File: src/atps_ram.sv
// Generic single-port-write, single-port-read RAM with registered read.
module atps_ram #(
    parameter int WIDTH = 8,
    parameter int DEPTH = 32
) (
    input  logic                     aclk,
    input  logic                     we,
    input  logic [$clog2(DEPTH)-1:0] waddr,
    input  logic [WIDTH-1:0]         wdata,
    input  logic [$clog2(DEPTH)-1:0] raddr,
    output logic [WIDTH-1:0]         rdata
);
    logic [WIDTH-1:0] mem [DEPTH];

    always_ff @(posedge aclk) begin
        if (we) begin
            mem[waddr] <= wdata;
        end
        rdata <= mem[raddr];
    end
endmodule

File: config.mk
export PLATFORM = sky130hd
export DESIGN_NAME = atps_ram
export DESIGN_NICKNAME = d
export VERILOG_FILES = /design/src/atps_ram.sv
export SDC_FILE = /design/constraint.sdc
export NUM_CORES = 1
export LEC_CHECK = 0
export BUFFER_PORTS_ARGS = -buffer_cell sky130_fd_sc_hd__buf_2
export CAP_MARGIN = 30
export CORE_MARGIN = 2
export CORE_UTILIZATION = 39
export DETAILED_ROUTE_END_ITERATION = 12
export GPL_TIMING_DRIVEN = 0
export SYNTH_ARGS = -nofsm -noshare
export SYNTH_HDL_FRONTEND = slang
export SYNTH_SLANG_ARGS = --single-unit
File: constraint.sdc
create_clock -name aclk -period 2.3 [get_ports aclk]
set_clock_uncertainty 0.05 [all_clocks]
set_input_delay 0 -clock aclk [delete_from_list [all_inputs] [get_ports aclk]]
set_output_delay 0 -clock aclk [all_outputs]
set_load 0.05 [all_outputs]
==> results of run 1 <==
==> report_power, final <==
part / leakage [uW] / internal (uW) / switching (uW) / total, uW
clock: 0.000421 / 2570 / 1680 / 4250
sequential: 0.00237 / 5350 / 16.0 / 5370
combinational: 0.000765 / 227 / 356 / 583
total: 0.00356 / 8150 / 2050 / 10200
==> cell type report <==
type / instances / area (um^2) / share of cell area (%)
Buffer: 20 / 106 / 0.924
Clock buffer: 31 / 691 / 6.00
Clock inverter: 15 / 166 / 1.45
Multi-Input combinational cell: 133 / 2100 / 18.2
Sequential cell: 264 / 7850 / 68.2
Tap cell: 330 / 413 / 3.59
Timing Repair Buffer: 29 / 185 / 1.61
==> repair_timing <==
action	in CTS	in global routing
hold buffers	6	0
endpoints found under the hold margin	170	0
gates resized for setup	0	0
setup buffers	0	0
endpoints found under the setup margin	0	0
==> metal layers <==
layer,vias to the layer above,GRT usage [%],part of all wire (%)
met3,25,2.49,6.1
met1,2353,22.0,44
met5,-,0,0
li1,1889,-,-
met4,0,4.07,1.7
met2,122,24.8,48
==> cell usage after synthesis <==
master	n	area [um^2]
edfxtp_1	256	7690
mux4_2	80	1800
nor2_1	33	124
dfxtp_1	8	160
mux2_2	8	90.1
buf_1	6	22.5
buf_4	6	45.0
clkbuf_1	6	22.5
nand3b_1	5	37.5
or3b_2	3	26.3
nand3_1	2	10.0
buf_2	1	5.00
buf_6	1	11.3
nand2_1	1	3.75
or3_1	1	6.26
==> stage by stage <==
step	TNS, ns	cell area [um^2]	total power (uW)
2_1_floorplan	0	10100	5820
3_3_place_gp	-2.69	10600	6040
3_5_place_dp	-2.68	10600	6060
4_1_cts	0	11500	10300
5_1_grt	0	11500	10500
6_report	0	11500	10200
==> cells by family (layout without fill, tap and decap cells) <==
| logic type | after synthesis | count (layout) | synth area share [%] |
|---|---|---|---|
| flops | 264 | 264 | 78.1 |
| mux | 88 | 88 | 18.8 |
| buf+inv | 20 | 95 | 1.06 |
| simple gates | 45 | 45 | 2.07 |
==> sequential cells by signal, summed over array words and instances (netlist names) <==
signal	count
mem	256
rdata	8
==> worst paths after layout <==
path,start,slack (ns),end,cells past startpoint
worst max-delay path,raddr[2],0.18,rdata[2],5
worst min-delay path,wdata[0],-0.02,mem[31][0],1
worst max register to register,mem[31][4],0.41,rdata[4],3
worst min register to register,mem[26][6],0.89,rdata[6],3
==> results.toml, run 1 <==
[critical_path]
crit_fanout = 10
crit_path_frequent_cell = "mux4_2"
cp.arrival_ns = 2.48
cp_top_family = "multiplexers"
cp-end-kind = "register"
cp.buffers_inverters = 2
cp_cell_sequence = "clkbuf_1 -> buf_1 -> mux4_2 -> mux4_2 -> mux2_2"
required_ns = 2.65
worstSetupPathType = "input pin to register"
cpPeakStageDelay_ns = 0.67
slowest_stage = "buf_1"
start_kind = "input pin"

[synthesis]
yosysWarnings = 0
syn_avg_cell_area_um2 = 24.1
synth_seq_cells = 264
synthCells = 417
syn-cell-area_um2 = 10100
yosysSeqAreaShare_pct = 78.1
yosysUniqueCellTypes = 15
syn-num-nets = 437

[sta]
setup_viol = 0
slew_headroom_pct = 43.4
timing.fmax_mhz = 471
worstMarginPinSlew_ns = 0.849
worst_slack_ns = 0.178
fin_crit_sh_pct = 92.3
hold_viol = 20
rsz0062_at_grt = "no"
period_needed_ns = 2.12
hold_ws_ns = -0.0235
drv_slew = 0

[global_routing]
grt_max_degree = 33
antenna_found_initial = 0
grt_pass1_wl_um = 29700
grt_pass1_vias = 4618
grt.overflow.total = 0
grtUsageTotal_pct = 15.3

[cts]
cts_max_level = 1
numCtsBuffers = 26
cts-root-buf = "clkbuf_16"
clock-sinks = 264
clock_latency_ns = 0.52
cts_tree = "built"
clk_pin_slew_worst_paths_ns = 0.06
clockBufferDepth = 3

[routing]
vias_per_cell = 5.34
drt-initial-drc-count = 293
antenna_left = 0
drc = 0
dr.pass1.iters = 4
vias = 4389
wl_um = 19900
wl_per_cell_um = 24.2

[run_status]
violations = "hold timing"
outcome = "finished with violations"

[power]
p_per_area_nw_per_um2 = 886
peakVddDrop_mv = 0.444
leakage_uw = 0.00356

[final_layout]
diodes = 0
layout-area-overhead-vs-synth_pct = 14.5
drive_above_1_share_pct = 31.9
final_cell_count_no_fill = 822
fin_nets = 494
fin_util_pct = 45.6
fill_cells = 2083
final_common_cell = "edfxtp_1"
final_cell_mix = "256 x edfxtp_1, 80 x mux4_2, 33 x nor2_1"

[floorplan]
initial_core_util_pct = 39.8
core_um2 = 25300
rows = 58
die_area_um2 = 27100
die_h_um = 165
io_pins = 28
dieWidth_um = 165

[placement]
hpwl_um = 13000
port_buffers = 22
placedCellCount = 770
place.gp.congestion = 0.724
preCtsSetupSlack_ns = -0.384

[run]
cap_violations = 0

[worst_hold_path]
min_path_type = "input pin to register"
Note: power is estimated with default switching activity, not from simulation.
==> run 2: changes to the inputs <==
GPL_TIMING_DRIVEN = unset   (was 0)
REMOVE_ABC_BUFFERS = 1   (was unset)
==> run 2 against run 1 <==
The flow still finishes with violations (hold timing). Global-route usage is 0.78 points higher. Cell count up 3.2%. Sequential share of layout area shrank 1.2 points. Worst setup slack better by 0.24 ns. Via count up 5.6%. Highest routed layer unchanged.
==> results.toml, run 2 (synthesis results as in run 1) <==
[routing]
drc = 0
antenna_left = 0
drt-initial-drc-count = 517
vias_per_cell = 5.46
dr.pass1.iters = 5
vias = 4633
wl_um = 21000
wl_per_cell_um = 24.8

[power]
peakVddDrop_mv = 0.489
p_per_area_nw_per_um2 = 849
p_total_uw = 9940
leakage_uw = 0.00373

[final_layout]
largestRegisters = "mem: 256 flops, rdata: 8 flops"
layout-area-overhead-vs-synth_pct = 16.5
diodes = 0
fill_cells = 2103
final_common_cell = "edfxtp_1"
largest-register = "mem"
fin_nets = 519
drive_above_1_share_pct = 37.3
largest_register_ffs = 256
final_cell_mix = "256 x edfxtp_1, 80 x mux4_2, 36 x buf_4"

[cts]
cts_max_level = 1
cts_tree = "built"
cts.repair.resized = 0
clock_latency_ns = 0.51
clock-sinks = 264
numCtsBuffers = 27
cts_setup_buffers = 0
cts-root-buf = "clkbuf_16"
clk_pin_slew_worst_paths_ns = 0.06
cts_hold_buf = 7
clockBufferDepth = 3

[global_routing]
grt_max_degree = 35
grt_pass1_wl_um = 31400
grtUsageTotal_pct = 16.1
grt_pass1_vias = 4785
antenna_found_initial = 0
grt.overflow.total = 0

[placement]
port_buffers = 27
hpwl_um = 13300
place.gp.congestion = 0.767

[floorplan]
rows = 58
io_pins = 28
dieWidth_um = 165
initial_core_util_pct = 39.8
die_area_um2 = 27100
core_um2 = 25300
die_h_um = 165

[sta]
drv_slew = 0
timing.fmax_mhz = 530
hold_ws_ns = -0.0214
period_needed_ns = 1.89
slew_headroom_pct = 57.6
setup_viol = 0
rsz0062_at_grt = "no"
finalSetupTns_ns = 0
worstMarginPinSlew_ns = 0.636
hold_viol = 16
fin_crit_sh_pct = 82.0

[critical_path]
cp.arrival_ns = 2.23
required_ns = 2.65
cp-end-kind = "register"
worstSetupPathType = "register to register"
crit_fanout = 1
start_kind = "register"

[run]
cap_violations = 0

[worst_hold_path]
min_path_type = "input pin to register"

[run_status]
violations = "hold timing"
outcome = "finished with violations"
run 2: area by class of cell:
| cell class | instances | area, um^2 | area share (%) |
|---|---|---|---|
| clock buffer | 40 | 734 | 6.27 |
| clock inverter | 8 | 65.1 | 0.556 |
| multi-input combinational | 133 | 2100 | 17.9 |
| sequential | 264 | 7850 | 67.0 |
| tap | 330 | 413 | 3.53 |
| timing repair buffer | 73 | 551 | 4.70 |
run 2: through the flow:
step | util, % | hold WS [ns] | cell area [um^2] | instances | setup slack (ns)
2_1_floorplan | - | 0.0489 | 9950 | 397 | 0.637
3_3_place_gp | 42.9 | 0.428 | 10800 | 793 | 0.246
3_5_place_dp | 42.9 | 0.429 | 10800 | 793 | 0.222
4_1_cts | 46.4 | 0.000503 | 11700 | 848 | 0.399
5_1_grt | 46.4 | 0.00899 | 11700 | 848 | 0.389
6_report | 46.4 | -0.0214 | 11700 | 848 | 0.414
run 2: layer usage:
| metal | track usage (%) | share of wire, % | vias to the layer above |
|---|---|---|---|
| li1 | - | - | 1935 |
| met3 | 2.13 | 5.1 | 23 |
| met4 | 3.32 | 1.4 | 0 |
| met1 | 23.9 | 45 | 2529 |
| met2 | 25.9 | 48 | 146 |
| met5 | 0 | 0 | - |
run 2: final timing paths:
| kind | from | to | slack [ns] | cells after the start |
|---|---|---|---|---|
| worst max-delay path | mem[29][6] | rdata[6] | 0.41 | 3 |
| worst min-delay path | wdata[5] | mem[20][5] | -0.02 | 1 |
| worst max register to register | mem[29][6] | rdata[6] | 0.41 | 3 |
| worst min register to register | mem[4][0] | rdata[0] | 0.87 | 3 |
run 2: critical path, stage by stage, from the launching register on:
cell,delay [ns]
edfxtp_1,0.37
mux4_2,0.54
mux4_2,0.53
mux2_2,0.28
run 2: where the power goes:
group          leakage, uW  internal [uW]  total, uW  switching (uW)
clock             0.000396           2310       3970            1660
combinational     0.000957            237        595             358
sequential         0.00237           5350       5370            21.8
total              0.00373           7900       9940            2040
==> run 3: changes to the inputs <==
clock period = 1.65 ns   (was 2.3 ns; I/O delays follow)
==> run 3 against run 2 <==
The run ends with hold timing, setup timing left. Wire length increased by 1.8%. Power increased by 38%. First-iteration DRC count decreased by 8.5%. Combinational power increased by 42%. Clock power increased by 36%. Via count decreased by 0.50%. Worst hold slack improved by 0.012 ns. Flip-flop and latch count unchanged. Largest power group unchanged.
==> results.toml, run 3 (synthesis results as in run 1) <==
[critical_path]
worstSetupPathType = "register to register"
required_ns = 1.99
cp-startpoint = "mem[13][4]"
rr_worst_depth = 3
cp_cell_sequence = "mux4_2 -> mux4_2 -> mux2_4"
cp.depth = 3
crit_path_end = "rdata[4]"
cp-end-kind = "register"
r2r-end = "rdata[4]"
cp.buffers_inverters = 0
crit_path_frequent_cell = "mux4_2"
cp.arrival_ns = 2.21
rrSetupSlack_ns = -0.22
crit_fanout = 1
slowest_stage = "mux4_2"
cp_top_family = "multiplexers"
start_kind = "register"
rr_startpoint = "mem[13][4]"
cpPeakStageDelay_ns = 0.53

[cts]
clock-sinks = 264
cts-root-buf = "clkbuf_16"
cts_setup_buffers = 0
clockBufferDepth = 3
cts_tree = "built"
clock_latency_ns = 0.52
numCtsBuffers = 25
cts_max_level = 1
clk_pin_slew_worst_paths_ns = 0.06

[final_layout]
final_cell_count_no_fill = 843
drive_above_1_share_pct = 38.4
multi_input_area_um2 = 2110
diodes = 0
largestRegisters = "mem: 256 flops, rdata: 8 flops"
largest_register_ffs = 256
largest-register = "mem"
layout-area-overhead-vs-synth_pct = 16.4
final_cell_area_um2 = 11700
fill_cells = 2083
final_common_cell = "edfxtp_1"
fin_nets = 518
regArea_um2 = 7850
final_cell_mix = "256 x edfxtp_1, 80 x mux4_2, 40 x buf_4"

[floorplan]
die_area_um2 = 27100
rows = 58
initial_core_util_pct = 39.8
io_pins = 28
dieWidth_um = 165
die_h_um = 165
core_um2 = 25300

[sta]
worstMarginPinSlew_ns = 0.652
drv_slew = 0
rsz0062_at_grt = "yes"
hold_viol = 24
worst_slack_ns = -0.217
hold_ws_ns = -0.00910
setup_viol = 8
slew_headroom_pct = 56.5
timing.fmax_mhz = 536
fin_crit_sh_pct = 113
period_needed_ns = 1.87

[placement]
preCtsSetupSlack_ns = -0.358
hpwl_um = 13800
place_area_um2 = 10900
port_buffers = 27
placedCellCount = 799
place.gp.congestion = 0.742

[power]
switching_share_pct = 20.7
switching_power_uw = 2840
combPwrFrac_pct = 6.2
leakage_uw = 0.00373
p_int_uw = 10900
peakVddDrop_mv = 0.592
p_per_area_nw_per_um2 = 1170
clkPwrFrac_pct = 39.2
sequentialPowerShare_pct = 54.6

[global_routing]
grt_pass1_wl_um = 32100
grt_use_met1_pct = 25.3
grt_max_degree = 33
top_usage_layer = "met2"
antenna_found_initial = 0
grtUsageTotal_pct = 16.6
met2_usage_pct = 25.9
grt.overflow.total = 0
gr-usage-met3_pct = 2.13
grt_pass1_vias = 4738

[routing]
dr.pass1.iters = 5
drt-initial-drc-count = 473
wl_um = 21400
wl_per_cell_um = 25.4
drc = 0
vias_per_cell = 5.47
antenna_left = 0
vias = 4610

[run_status]
outcome = "finished with violations"
violations = "hold timing, setup timing"

[worst_hold_path]
min_path_type = "input pin to register"
worstHoldStart = "wdata[7]"

[run]
cap_violations = 0
[run 3: cell types whose count changed in the layout (fill, tap and decap cells not counted), sizes merged]
cell,delta
clkbuf,-11
clkinv,+1
dlygate4sd3,-5
bufinv,+1
clkinvlp,+2
inv,+1
buf,+6
[run 3: worst min-delay path by stage]
stage,to,depth (start not counted),slack (ns)
2_1_floorplan,mem[0][0],0,0.05
3_3_place_gp,rdata[6],2,0.41
3_5_place_dp,rdata[6],2,0.40
4_1_cts,mem[28][7],1,0.0008
5_1_grt,mem[31][0],1,0.02
6_report,mem[29][7],1,-0.009
[run 3: per-layer routing]
metal  up-vias  part of all wire [%]
met1      2480                    45
met3        22                   6.5
met2       169                    47
met5         -                     0
met4         0                   1.6
li1       1939                     -
[run 3: what timing repair did]
item                                    4_1_cts  5_1_grt
resized for setup                             3        1
endpoints found under the setup margin        8        8
hold buffers                                  2        0
hold endpoints to repair                     40        0
gates cloned                                  0        0
[run 3: power by group through the flow]
| stage | clock network [uW] | logic [uW] | registers, uW |
|---|---|---|---|
| 6_report | 5380 | 846 | 7490 |
| 4_1_cts | 5500 | 859 | 7490 |
| 2_1_floorplan | 0 | 310 | 7720 |
| 3_5_place_dp | 0 | 847 | 7640 |
| 3_3_place_gp | 0 | 827 | 7630 |
| 5_1_grt | 5770 | 900 | 7500 |
[run 3: final cells by class]
cell class                      instances  share of cell area, %
Tap cell                              330                   3.53
Timing Repair Buffer                   74                   4.87
Clock buffer                           29                   5.47
Multi-Input combinational cell        133                   18.1
Sequential cell                       264                   67.0
Clock inverter                         13                   1.02
[run 3: worst reg2reg max path, delay by kind of cell (launching register included)]
family	cells	cell delay, ns
DFF	1	0.36
muxes	3	1.33
[run 3: stage by stage]
stage / power (uW) / hold WS (ns) / utilization (%) / setup TNS [ns]
floorplan: 8030 / 0.0489 / - / -0.105
global placement: 8460 / 0.411 / 43.2 / -2.45
detailed placement: 8480 / 0.398 / 43.2 / -2.50
CTS: 13800 / 0.000786 / 46.3 / -1.58
global route: 14200 / 0.0164 / 46.3 / -1.78
finish: 13700 / -0.00910 / 46.3 / -1.56
